--- src/sv/atpam_pkg.sv ---
// ----------------------------------------------------------------------------
// atpam_pkg: shared types and constants of the three-point mapper
// Holds the calibration record, the divider request and response records,
// the register indexes of the configuration port and the datapath widths.
// ----------------------------------------------------------------------------
package atpam_pkg;

  // Raw sample and calibration widths.
  localparam int unsigned SMP_W  = 10;
  localparam int unsigned Q88_W  = 16;
  // Magnitude of (sample span) * (output span) needs 26 bits.
  localparam int unsigned MAG_W  = 26;
  // Divisor magnitude: an analog span.
  localparam int unsigned DVS_W  = 10;
  // Signed width of the product and of the mapped result before saturation.
  localparam int unsigned PROD_W = 28;
  // Signed width of an analog difference and of a digital span.
  localparam int unsigned ADIF_W = 11;
  localparam int unsigned DSPN_W = 17;

  // Register indexes on the configuration port.
  typedef enum logic [2:0] {
    REG_AMIN,
    REG_ACEN,
    REG_AMAX,
    REG_DMIN,
    REG_DCEN,
    REG_DMAX
  } reg_idx_t;

  typedef struct packed {
    logic        [SMP_W-1:0] amin;
    logic        [SMP_W-1:0] acen;
    logic        [SMP_W-1:0] amax;
    logic signed [Q88_W-1:0] dmin;
    logic signed [Q88_W-1:0] dcen;
    logic signed [Q88_W-1:0] dmax;
  } cal_t;

  typedef struct packed {
    logic             start;
    logic [MAG_W-1:0] dividend;
    logic [DVS_W-1:0] divisor;
  } div_req_t;

  typedef struct packed {
    logic             busy;
    logic             done;
    logic [MAG_W-1:0] quotient;
  } div_rsp_t;

endpackage

--- src/sv/averaged_three_point_adc_mapper_unit.sv ---
// ----------------------------------------------------------------------------
// averaged_three_point_adc_mapper_unit: moving average with three-point
// piecewise linear calibration of a 10-bit potentiometer reading
// Each input beat passes an average step, which forms the window average by
// reciprocal multiply; then the sample and the average are mapped in turn,
// each by a multiply step, a pass through the shared divider (start, 26
// quotient bits, done) and a finish step. A segment of zero width skips its
// divider pass. in_tready is high only while the sequencer is idle, so a new
// item is taken only once the last result has been handed off, and a waiting
// result holds the sequencer only at the hand-off of the next result.
// Reset (synchronous, rst_n low) empties the window, zeroes the running sum,
// loads the default calibration and drops any pending result.
// ----------------------------------------------------------------------------
module averaged_three_point_adc_mapper_unit #(
  parameter int unsigned AVG_DEPTH = 8
) (
  input  logic        clk,
  input  logic        rst_n,
  // Input beats. in_tdata: [9:0] sample, [15:10] zero.
  input  logic        in_tvalid,
  output logic        in_tready,
  input  logic [15:0] in_tdata,
  // Result beats. out_tdata: [9:0] last_sample, [19:10] window_average,
  // [35:20] mapped_sample, [51:36] mapped_average, [55:52] zero.
  output logic        out_tvalid,
  input  logic        out_tready,
  output logic [55:0] out_tdata,
  // Calibration registers.
  input  logic        cfg_psel,
  input  logic        cfg_penable,
  input  logic        cfg_pwrite,
  input  logic [4:0]  cfg_paddr,
  input  logic [31:0] cfg_pwdata,
  output logic [31:0] cfg_prdata,
  output logic        cfg_pready
);

  localparam int unsigned SMP_W  = atpam_pkg::SMP_W;
  localparam int unsigned Q88_W  = atpam_pkg::Q88_W;
  localparam int unsigned PROD_W = atpam_pkg::PROD_W;
  localparam int unsigned ADIF_W = atpam_pkg::ADIF_W;
  localparam int unsigned DSPN_W = atpam_pkg::DSPN_W;
  localparam int unsigned MAG_W  = atpam_pkg::MAG_W;
  localparam int unsigned DVS_W  = atpam_pkg::DVS_W;
  localparam int unsigned SUM_W  = 16;

  // Reciprocal of the window depth. With a 22-bit shift the rounded-up
  // reciprocal gives the exact truncated quotient of any 16-bit sum for depths
  // up to 64.
  localparam int unsigned RCP_SH = 22;
  localparam int unsigned RCP_W  = RCP_SH + 1;
  localparam int unsigned APRD_W = SUM_W + RCP_W;
  localparam logic [RCP_W-1:0] RCP_M =
    RCP_W'(((64'd1 << RCP_SH) + 64'(AVG_DEPTH) - 64'd1) / 64'(AVG_DEPTH));

  localparam logic signed [PROD_W-1:0] SAT_HI = PROD_W'(32767);
  localparam logic signed [PROD_W-1:0] SAT_LO = -PROD_W'(32768);

  // Sequencer: average step, then for the sample and then the average
  // one multiply step, one divider pass and one finish step; then hand-off.
  typedef enum logic [2:0] {
    S_IDLE,
    S_AVG,
    S_MUL,
    S_DIV,
    S_FIN,
    S_OUT
  } state_t;

  state_t state_r;
  logic   pass_r;      // low while mapping the sample, high for the average
  logic   go_r;        // one-cycle start pulse to the divider
  logic   out_tvalid_r;

  atpam_pkg::cal_t     cal;
  atpam_pkg::div_req_t div_req;
  atpam_pkg::div_rsp_t div_rsp;

  // The window is a shift line: of the stored taps, only the oldest is read outside the shift.
  logic [SMP_W-1:0] win_r [AVG_DEPTH];
  logic [SUM_W-1:0] sum_r;

  logic [SMP_W-1:0] samp_r;
  logic [SMP_W-1:0] avg_r;
  logic [Q88_W-1:0] map_samp_r;
  logic [Q88_W-1:0] map_avg_r;
  logic [55:0]      out_data_r;

  // Per-pass mapping registers.
  logic signed [PROD_W-1:0] prod_r;
  logic signed [ADIF_W-1:0] den_r;
  logic signed [Q88_W-1:0]  base_r;
  logic                     lower_r;
  logic                     zero_r;

  logic                     in_acc;
  logic [SMP_W-1:0]         in_sample;
  logic [APRD_W-1:0]        avg_prod;
  logic [SMP_W-1:0]         v;
  logic                     lower_c;
  logic signed [ADIF_W-1:0] den_c;
  logic signed [ADIF_W-1:0] dif_c;
  logic signed [DSPN_W-1:0] span_c;
  logic signed [PROD_W-1:0] prod_c;
  logic [PROD_W-1:0]        prod_mag;
  logic [ADIF_W-1:0]        den_mag;
  logic signed [PROD_W-1:0] q_s;
  logic signed [PROD_W-1:0] r_raw;
  logic signed [PROD_W-1:0] r_clmp;
  logic [Q88_W-1:0]         map_res;
  logic                     out_free;

  atpam_cfg u_cfg (
    .clk         (clk),
    .rst_n       (rst_n),
    .cfg_psel    (cfg_psel),
    .cfg_penable (cfg_penable),
    .cfg_pwrite  (cfg_pwrite),
    .cfg_paddr   (cfg_paddr),
    .cfg_pwdata  (cfg_pwdata),
    .cfg_prdata  (cfg_prdata),
    .cfg_pready  (cfg_pready),
    .cal         (cal)
  );

  atpam_div u_div (
    .clk   (clk),
    .rst_n (rst_n),
    .req   (div_req),
    .rsp   (div_rsp)
  );

  assign in_tready = (state_r == S_IDLE);
  assign in_acc    = in_tvalid && in_tready;
  assign in_sample = in_tdata[SMP_W-1:0];
  assign out_free  = !out_tvalid_r || out_tready;

  // Window and running sum. The sum wraps at 16 bits, which never happens
  // for depths up to 64.
  always_ff @(posedge clk) begin
    if (!rst_n) begin
      for (int i = 0; i < int'(AVG_DEPTH); i++) begin
        win_r[i] <= '0;
      end
      sum_r <= '0;
    end else if (in_acc) begin
      for (int i = 0; i + 1 < int'(AVG_DEPTH); i++) begin
        win_r[i] <= win_r[i+1];
      end
      win_r[AVG_DEPTH-1] <= in_sample;
      sum_r <= sum_r - SUM_W'(win_r[0]) + SUM_W'(in_sample);
    end
  end

  // Window average: the sum times the reciprocal, shifted back down.
  assign avg_prod = APRD_W'(sum_r) * APRD_W'(RCP_M);

  // Segment selection and the product of the two spans for the value being
  // mapped in this pass.
  always_comb begin
    v       = pass_r ? avg_r : samp_r;
    lower_c = (v <= cal.acen);
    if (lower_c) begin
      den_c  = $signed({1'b0, cal.acen}) - $signed({1'b0, cal.amin});
      dif_c  = $signed({1'b0, v}) - $signed({1'b0, cal.amin});
      span_c = DSPN_W'(cal.dcen) - DSPN_W'(cal.dmin);
    end else begin
      den_c  = $signed({1'b0, cal.amax}) - $signed({1'b0, cal.acen});
      dif_c  = $signed({1'b0, v}) - $signed({1'b0, cal.acen});
      span_c = DSPN_W'(cal.dmax) - DSPN_W'(cal.dcen);
    end
    prod_c = PROD_W'(dif_c) * PROD_W'(span_c);
  end

  // The divider works on magnitudes; the quotient sign is restored after,
  // which gives truncation toward zero.
  always_comb begin
    prod_mag = prod_r[PROD_W-1] ? PROD_W'(-prod_r) : PROD_W'(prod_r);
    den_mag  = den_r[ADIF_W-1] ? ADIF_W'(-den_r) : ADIF_W'(den_r);
    div_req.start    = go_r;
    div_req.dividend = prod_mag[MAG_W-1:0];
    div_req.divisor  = den_mag[DVS_W-1:0];
  end

  // Finish step: offset, or the centre output for a zero-width segment,
  // one-sided clamp of the segment, then saturation to the signed 16-bit range.
  always_comb begin
    q_s = PROD_W'(div_rsp.quotient);
    if (prod_r[PROD_W-1] ^ den_r[ADIF_W-1]) begin
      q_s = -q_s;
    end
    if (zero_r) begin
      r_raw = PROD_W'(cal.dcen);
    end else begin
      r_raw = PROD_W'(base_r) + q_s;
    end
    r_clmp = r_raw;
    if (lower_r) begin
      if (r_raw < PROD_W'(cal.dmin)) begin
        r_clmp = PROD_W'(cal.dmin);
      end
    end else begin
      if (r_raw > PROD_W'(cal.dmax)) begin
        r_clmp = PROD_W'(cal.dmax);
      end
    end
    if (r_clmp > SAT_HI) begin
      map_res = Q88_W'(SAT_HI);
    end else if (r_clmp < SAT_LO) begin
      map_res = Q88_W'(SAT_LO);
    end else begin
      map_res = r_clmp[Q88_W-1:0];
    end
  end

  // Sequencer with its registered outputs.
  always_ff @(posedge clk) begin
    if (!rst_n) begin
      state_r      <= S_IDLE;
      pass_r       <= 1'b0;
      go_r         <= 1'b0;
      out_tvalid_r <= 1'b0;
    end else begin
      // A divider pass starts from the multiply step unless the segment has
      // zero width.
      go_r <= (state_r == S_MUL) && (den_c != '0);
      // In the hand-off state the new result replaces one leaving this edge.
      if (out_tvalid_r && out_tready && state_r != S_OUT) begin
        out_tvalid_r <= 1'b0;
      end
      case (state_r)
        S_IDLE: begin
          if (in_acc) begin
            pass_r  <= 1'b0;
            state_r <= S_AVG;
          end
        end
        S_AVG: begin
          state_r <= S_MUL;
        end
        S_MUL: begin
          if (den_c == '0) begin
            state_r <= S_FIN;
          end else begin
            state_r <= S_DIV;
          end
        end
        S_DIV: begin
          if (div_rsp.done) begin
            state_r <= S_FIN;
          end
        end
        S_FIN: begin
          if (pass_r) begin
            state_r <= S_OUT;
          end else begin
            pass_r  <= 1'b1;
            state_r <= S_MUL;
          end
        end
        S_OUT: begin
          if (out_free) begin
            out_tvalid_r <= 1'b1;
            state_r      <= S_IDLE;
          end
        end
        default: state_r <= S_IDLE;
      endcase
    end
  end

  // Datapath registers.
  always_ff @(posedge clk) begin
    if (in_acc) begin
      samp_r <= in_sample;
    end
    if (state_r == S_AVG) begin
      avg_r <= avg_prod[RCP_SH +: SMP_W];
    end
    if (state_r == S_MUL) begin
      prod_r  <= prod_c;
      den_r   <= den_c;
      lower_r <= lower_c;
      zero_r  <= (den_c == '0);
      base_r  <= lower_c ? cal.dmin : cal.dcen;
    end
    if (state_r == S_FIN) begin
      if (pass_r) begin
        map_avg_r <= map_res;
      end else begin
        map_samp_r <= map_res;
      end
    end
    if (state_r == S_OUT && out_free) begin
      out_data_r <= {4'd0, map_avg_r, map_samp_r, avg_r, samp_r};
    end
  end

  assign out_tvalid = out_tvalid_r;
  assign out_tdata  = out_data_r;

  // The divider is never left running while the block takes a new item.
  a_div_idle: assert property (@(posedge clk) disable iff (!rst_n)
    (state_r == S_IDLE) |-> !div_rsp.busy)
    else $error("divider busy while sequencer idle");

  // A divider result only arrives in the state that waits for it.
  a_done_expected: assert property (@(posedge clk) disable iff (!rst_n)
    div_rsp.done |-> (state_r == S_DIV))
    else $error("divider result arrived unexpectedly");

  // Every accepted beat starts the average step in the next cycle.
  a_accept_starts: assert property (@(posedge clk) disable iff (!rst_n)
    in_acc |=> (state_r == S_AVG))
    else $error("accepted beat did not start the average step");

  // The lower segment never maps below the calibrated output minimum.
  a_lower_clamp: assert property (@(posedge clk) disable iff (!rst_n)
    (state_r == S_FIN && lower_r) |-> ($signed(map_res) >= cal.dmin))
    else $error("lower segment result below output minimum");

endmodule

--- src/sv/atpam_div.sv ---
// ----------------------------------------------------------------------------
// atpam_div: shared iterative unsigned divider
// Restoring division, one quotient bit per cycle, MAG_W quotient bits per request.
// ----------------------------------------------------------------------------
module atpam_div (
  input  logic               clk,
  input  logic               rst_n,
  input  atpam_pkg::div_req_t req,
  output atpam_pkg::div_rsp_t rsp
);

  localparam int unsigned CNT_W = $clog2(atpam_pkg::MAG_W);

  logic                         busy_r;
  logic                         done_r;
  logic [CNT_W-1:0]             cnt_r;
  logic [atpam_pkg::DVS_W-1:0]  rem_r;
  logic [atpam_pkg::DVS_W-1:0]  dvs_r;
  logic [atpam_pkg::MAG_W-1:0]  quo_r;

  logic [atpam_pkg::DVS_W:0]    trial;
  logic [atpam_pkg::DVS_W:0]    diff;
  logic                         ge;
  logic [atpam_pkg::DVS_W-1:0]  rem_nxt;
  logic [atpam_pkg::MAG_W-1:0]  quo_nxt;

  always_comb begin
    trial   = {rem_r, quo_r[atpam_pkg::MAG_W-1]};
    diff    = trial - {1'b0, dvs_r};
    ge      = (trial >= {1'b0, dvs_r});
    rem_nxt = ge ? diff[atpam_pkg::DVS_W-1:0] : trial[atpam_pkg::DVS_W-1:0];
    quo_nxt = {quo_r[atpam_pkg::MAG_W-2:0], ge};
  end

  always_ff @(posedge clk) begin
    if (!rst_n) begin
      busy_r <= 1'b0;
      done_r <= 1'b0;
      cnt_r  <= '0;
    end else begin
      done_r <= 1'b0;
      if (req.start && !busy_r) begin
        busy_r <= 1'b1;
        cnt_r  <= '0;
      end else if (busy_r) begin
        cnt_r <= cnt_r + 1'b1;
        if (cnt_r == CNT_W'(atpam_pkg::MAG_W - 1)) begin
          busy_r <= 1'b0;
          done_r <= 1'b1;
        end
      end
    end
  end

  always_ff @(posedge clk) begin
    if (req.start && !busy_r) begin
      rem_r <= '0;
      dvs_r <= req.divisor;
      quo_r <= req.dividend;
    end else if (busy_r) begin
      rem_r <= rem_nxt;
      quo_r <= quo_nxt;
    end
  end

  assign rsp.busy     = busy_r;
  assign rsp.done     = done_r;
  assign rsp.quotient = quo_r;

endmodule

--- src/sv/atpam_cfg.sv ---
// ----------------------------------------------------------------------------
// atpam_cfg: calibration register file behind the APB-style port
// Six registers at byte addresses 4*i; writes to other indexes are dropped.
// ----------------------------------------------------------------------------
module atpam_cfg (
  input  logic             clk,
  input  logic             rst_n,
  input  logic             cfg_psel,
  input  logic             cfg_penable,
  input  logic             cfg_pwrite,
  input  logic [4:0]       cfg_paddr,
  input  logic [31:0]      cfg_pwdata,
  output logic [31:0]      cfg_prdata,
  output logic             cfg_pready,
  output atpam_pkg::cal_t  cal
);

  atpam_pkg::cal_t cal_r;
  logic            wr_en;
  logic [2:0]      idx;

  assign cfg_pready = 1'b1;
  assign wr_en      = cfg_psel && cfg_penable && cfg_pwrite;
  assign idx        = cfg_paddr[4:2];

  always_ff @(posedge clk) begin
    if (!rst_n) begin
      cal_r.amin <= 10'd0;
      cal_r.acen <= 10'd512;
      cal_r.amax <= 10'd1023;
      cal_r.dmin <= -16'sd256;
      cal_r.dcen <= 16'sd0;
      cal_r.dmax <= 16'sd256;
    end else if (wr_en) begin
      case (idx)
        atpam_pkg::REG_AMIN: cal_r.amin <= cfg_pwdata[9:0];
        atpam_pkg::REG_ACEN: cal_r.acen <= cfg_pwdata[9:0];
        atpam_pkg::REG_AMAX: cal_r.amax <= cfg_pwdata[9:0];
        atpam_pkg::REG_DMIN: cal_r.dmin <= cfg_pwdata[15:0];
        atpam_pkg::REG_DCEN: cal_r.dcen <= cfg_pwdata[15:0];
        atpam_pkg::REG_DMAX: cal_r.dmax <= cfg_pwdata[15:0];
        default: ;
      endcase
    end
  end

  always_comb begin
    case (idx)
      atpam_pkg::REG_AMIN: cfg_prdata = {22'd0, cal_r.amin};
      atpam_pkg::REG_ACEN: cfg_prdata = {22'd0, cal_r.acen};
      atpam_pkg::REG_AMAX: cfg_prdata = {22'd0, cal_r.amax};
      atpam_pkg::REG_DMIN: cfg_prdata = {16'd0, cal_r.dmin};
      atpam_pkg::REG_DCEN: cfg_prdata = {16'd0, cal_r.dcen};
      atpam_pkg::REG_DMAX: cfg_prdata = {16'd0, cal_r.dmax};
      default:             cfg_prdata = 32'd0;
    endcase
  end

  assign cal = cal_r;

endmodule

--- config.mk ---
export PLATFORM = sky130hd
export DESIGN_NAME = averaged_three_point_adc_mapper_unit
export DESIGN_NICKNAME = d
export VERILOG_FILES = /design/src/sv/atpam_pkg.sv /design/src/sv/averaged_three_point_adc_mapper_unit.sv /design/src/sv/atpam_div.sv /design/src/sv/atpam_cfg.sv
export SDC_FILE = /design/constraint.sdc
export NUM_CORES = 2
export LEC_CHECK = 0
export BUFFER_PORTS_ARGS = -buffer_cell sky130_fd_sc_hd__buf_2
export CORE_MARGIN = 5
export CORE_UTILIZATION = 35
export CTS_CLUSTER_SIZE = 16
export DETAILED_ROUTE_END_ITERATION = 10
export PLACE_DENSITY = 0.56
export SYNTH_ARGS = -nofsm -noshare
export SYNTH_HDL_FRONTEND = slang
export SYNTH_SLANG_ARGS = --single-unit
--- constraint.sdc ---
create_clock -name clk -period 12.7 [get_ports clk]
set_input_delay 1.27 -clock clk [delete_from_list [all_inputs] [get_ports clk]]
set_output_delay 1.27 -clock clk [all_outputs]
set_load 0.01 [all_outputs]
==> results.json <==
{
  "critPathRequiredTime_ns": 13.00,
  "crit_type": "reg -> reg",
  "slew_violations": 0,
  "dpl.hpwl_microns": 65800,
  "reg2regPathDepth": 30,
  "powerDensity_nw_per_um2": 238,
  "die_area_sq_um": 94000,
  "yosysSeqAreaShare_pct": 34.3,
  "clk_latency_ns": 0.60,
  "grt-ovfl-total": 0,
  "ys_ff_latch": 390,
  "p_leak_nw": 14.2,
  "max_freq_mhz": 100,
  "yosys_warnings": 0,
  "fillerInstances": 8741,
  "grt_pass1_wl_microns": 132000,
  "path_delay_family": "adder cells",
  "drt_pass1_iterations": 5,
  "hp-start": "map_avg_r[0]$_DFFE_PP_",
  "num_vias": 23500,
  "crit_top_cell": "fa_1",
  "synthCells": 3302,
  "layoutNonFillerInstCount": 4566,
  "min_path_cells": 0,
  "synth_top_cell_by_area": "edfxtp_1",
  "final_layout_size_suffix_gt1_share_pct": 7.95,
  "std_cell_rows": 108,
  "start_kind": "flip-flop",
  "cts.sinks": 390,
  "die_height_microns": 307,
  "synth_commonest_cells": "inv_1 (398), nand2_1 (379), edfxtp_1 (276)",
  "grt_max_degree": 103,
  "cts_setup_buffers": 0,
  "post_dp_cell_area_sq_um": 32600,
  "fin_crit_ns": 10.00,
  "synth_ff_type": "edfxtp_1",
  "drtIter0Drc": 1731,
  "synth_async_sr_flop_share_pct": 0,
  "fin_tns_setup_ns": 0,
  "numCtsBuffers": 44,
  "end_kind": "flip-flop",
  "crit-reg2reg-launch": "pass_r$_SDFFE_PN0P_",
  "worstMarginPinSlew_ns": 1.15,
  "hold_viol": 0,
  "place_ws_ns": 2.79,
  "cp.buffers_inverters": 4,
  "totalPowerFinal_mw": 8.09,
  "routed_wl_microns": 85000,
  "root_buffer": "clkbuf_16",
  "postCtsHoldBufs": 0,
  "irDropWorstVdd_v": 0.000243,
  "synth.avg_cell_area_sq_um": 9.33,
  "syn_to_final_growth_pct": 10.4,
  "wl_per_cell_microns": 18.6,
  "finalNetCount": 3866,
  "synth_cell_types": 81,
  "drc": 0,
  "clock_skew_ns": 0.0357,
  "coreArea_sq_um": 87000,
  "outcome": "finished, final reports clean",
  "worstHoldPathType": "reg -> reg",
  "viasPerCell": 5.14,
  "cp_slowest_cell": "mux2i_1",
  "synth_edf_count": 276,
  "cts_resized": 0,
  "initial_utilization_pct": 35.4,
  "setup_ws_ns": 2.70,
  "worst-path-max-fanout": 47,
  "maxCapViolations": 0,
  "drtAntennaViolNets": 0,
  "yosys-top-cells-area": "edfxtp_1 (27%), fa_1 (12%), ha_1 (10%)",
  "die_w_microns": 307,
  "slew_headroom_pct": 20.9,
  "design_area_sq_um": 34000,
  "placed_cells": 4481,
  "grt_usage_pct": 17.6,
  "cpPeakStageDelay_ns": 1.03,
  "clkTransAtPathRegs_ns": 0.06,
  "cts_tree": "yes",
  "gp_congestion": 0.896,
  "syn-cell-area_sq_um": 30800,
  "rsz0062_at_grt": "false",
  "crit_start": "pass_r$_SDFFE_PN0P_",
  "yosysMostFrequentCell": "inv_1",
  "crit_cells": 30,
  "clock_path_buffers": 3,
  "yosys.area.top_type_share_pct": 26.9,
  "arrival_ns": 10.30,
  "cts_max_level": 2,
  "num_io_pins": 151,
  "io_buffers": 105,
  "grt_pass1_vias": 22500,
  "setup_viol": 0,
  "antenna_found_initial": 10,
  "period_share_pct": 78.8
}
[stage by stage]
stage | util [%] | hold WS [ns]
after floorplan | - | 0.400
after global placement | 37.5 | 0.401
after detailed placement | 37.5 | 0.405
after CTS | 39.1 | 0.414
after global routing | 39.1 | 0.426
final | 39.1 | 0.412
[worst paths after layout]
kind | slack, ns | to
worst max-delay path | 2.70 | prod_r[27]$_DFFE_PN_
worst min-delay path | 0.41 | out_tdata[36]$_DFFE_PP_
worst max register to register | 2.70 | prod_r[27]$_DFFE_PN_
worst min register to register | 0.41 | out_tdata[36]$_DFFE_PP_
[final cells by class]
class	instances	area [sq um]	area share [%]
Multi-Input combinational cell	2389	18200	53.7
Sequential cell	390	10600	31.1
Clock buffer	55	1170	3.45
Inverter	402	1510	4.44
Tap cell	1155	1450	4.25
Clock inverter	27	219	0.644
Timing Repair Buffer	145	828	2.44
Antenna cell	3	7.51	0.0221
[cells in the final DEF, fill, tap and decap left out, drive strengths merged, types with 12 or more instances in the layout]
| cell type | count |
|---|---|
| mux2i | 46 |
| nor3 | 31 |
| conb | 21 |
| ha | 245 |
| o21a | 27 |
| xnor2 | 94 |
| o31ai | 18 |
| nand2b | 48 |
| a21oi | 152 |
| nand3 | 56 |
| edfxtp | 276 |
| fa | 189 |
| or2 | 17 |
| a21o | 32 |
| nor2 | 243 |
| buf | 145 |
| and2 | 43 |
| clkbuf | 55 |
| a21boi | 77 |
| o211ai | 28 |
| clkinv | 23 |
| a31oi | 20 |
| o22ai | 14 |
| dfxtp | 114 |
| nand4 | 24 |
| or3 | 15 |
| xor2 | 57 |
| mux2 | 18 |
| nor2b | 42 |
| o21ai | 210 |
| nand2 | 379 |
| inv | 402 |
| a211oi | 17 |
| and3 | 78 |
| a22oi | 12 |
[power breakdown]
group          switching, mW  internal, mW  leakage [nW]
clock network          0.551         0.701         0.686
logic                   3.04          1.97          9.93
registers              0.111          1.73          3.57
[registers in the layout, summed over array words and instances (netlist names), 3 cells and up]
signal and count:
den_r 11, sum_r 13, u_div.dvs_r 10, state_r 3, u_cfg.cal 78, win_r 80, out_tdata 52, u_div.quo_r 26
avg_r 10, u_div.cnt_r 5, prod_r 27, base_r 16, samp_r 10, u_div.rem_r 10, map_avg_r 16, map_samp_r 16
[worst register-to-register path: cells and delay by family (launching register included)]
family	cells	cell delay, ns
XOR/XNOR	1	0.30
flip-flops	1	0.30
adder cells (fa/ha/maj)	7	3.29
AO/OA/AOI/OAI	13	2.73
buffers and inverters	4	1.09
multiplexers	2	1.52
AND/OR/NAND/NOR	3	0.50
[cell families (layout without fill, tap and decap cells)]
family | Yosys count | after routing | synth area share (%)
muxes | 64 | 64 | 2.15
adders and majority gates | 434 | 434 | 22.2
DFF | 390 | 390 | 34.3
and+or+nand+nor | 1018 | 1018 | 15.5
AOI/OAI and AO/OA | 701 | 701 | 14.5
other | 2 | 24 | 0.0244
buffers and inverters | 542 | 629 | 6.88
xor gates and xnor gates | 151 | 151 | 4.29
[per-layer routing]
layer / vias to the layer above / GRT usage [%] / wire length, microns
li1: 11500 / - / -
met1: 11300 / 24.7 / 38900
met2: 576 / 28.7 / 39000
met3: 113 / 2.72 / 4730
met4: 8 / 4.78 / 2320
met5: - / 0 / 59
Power figures use the tool's default switching activity.
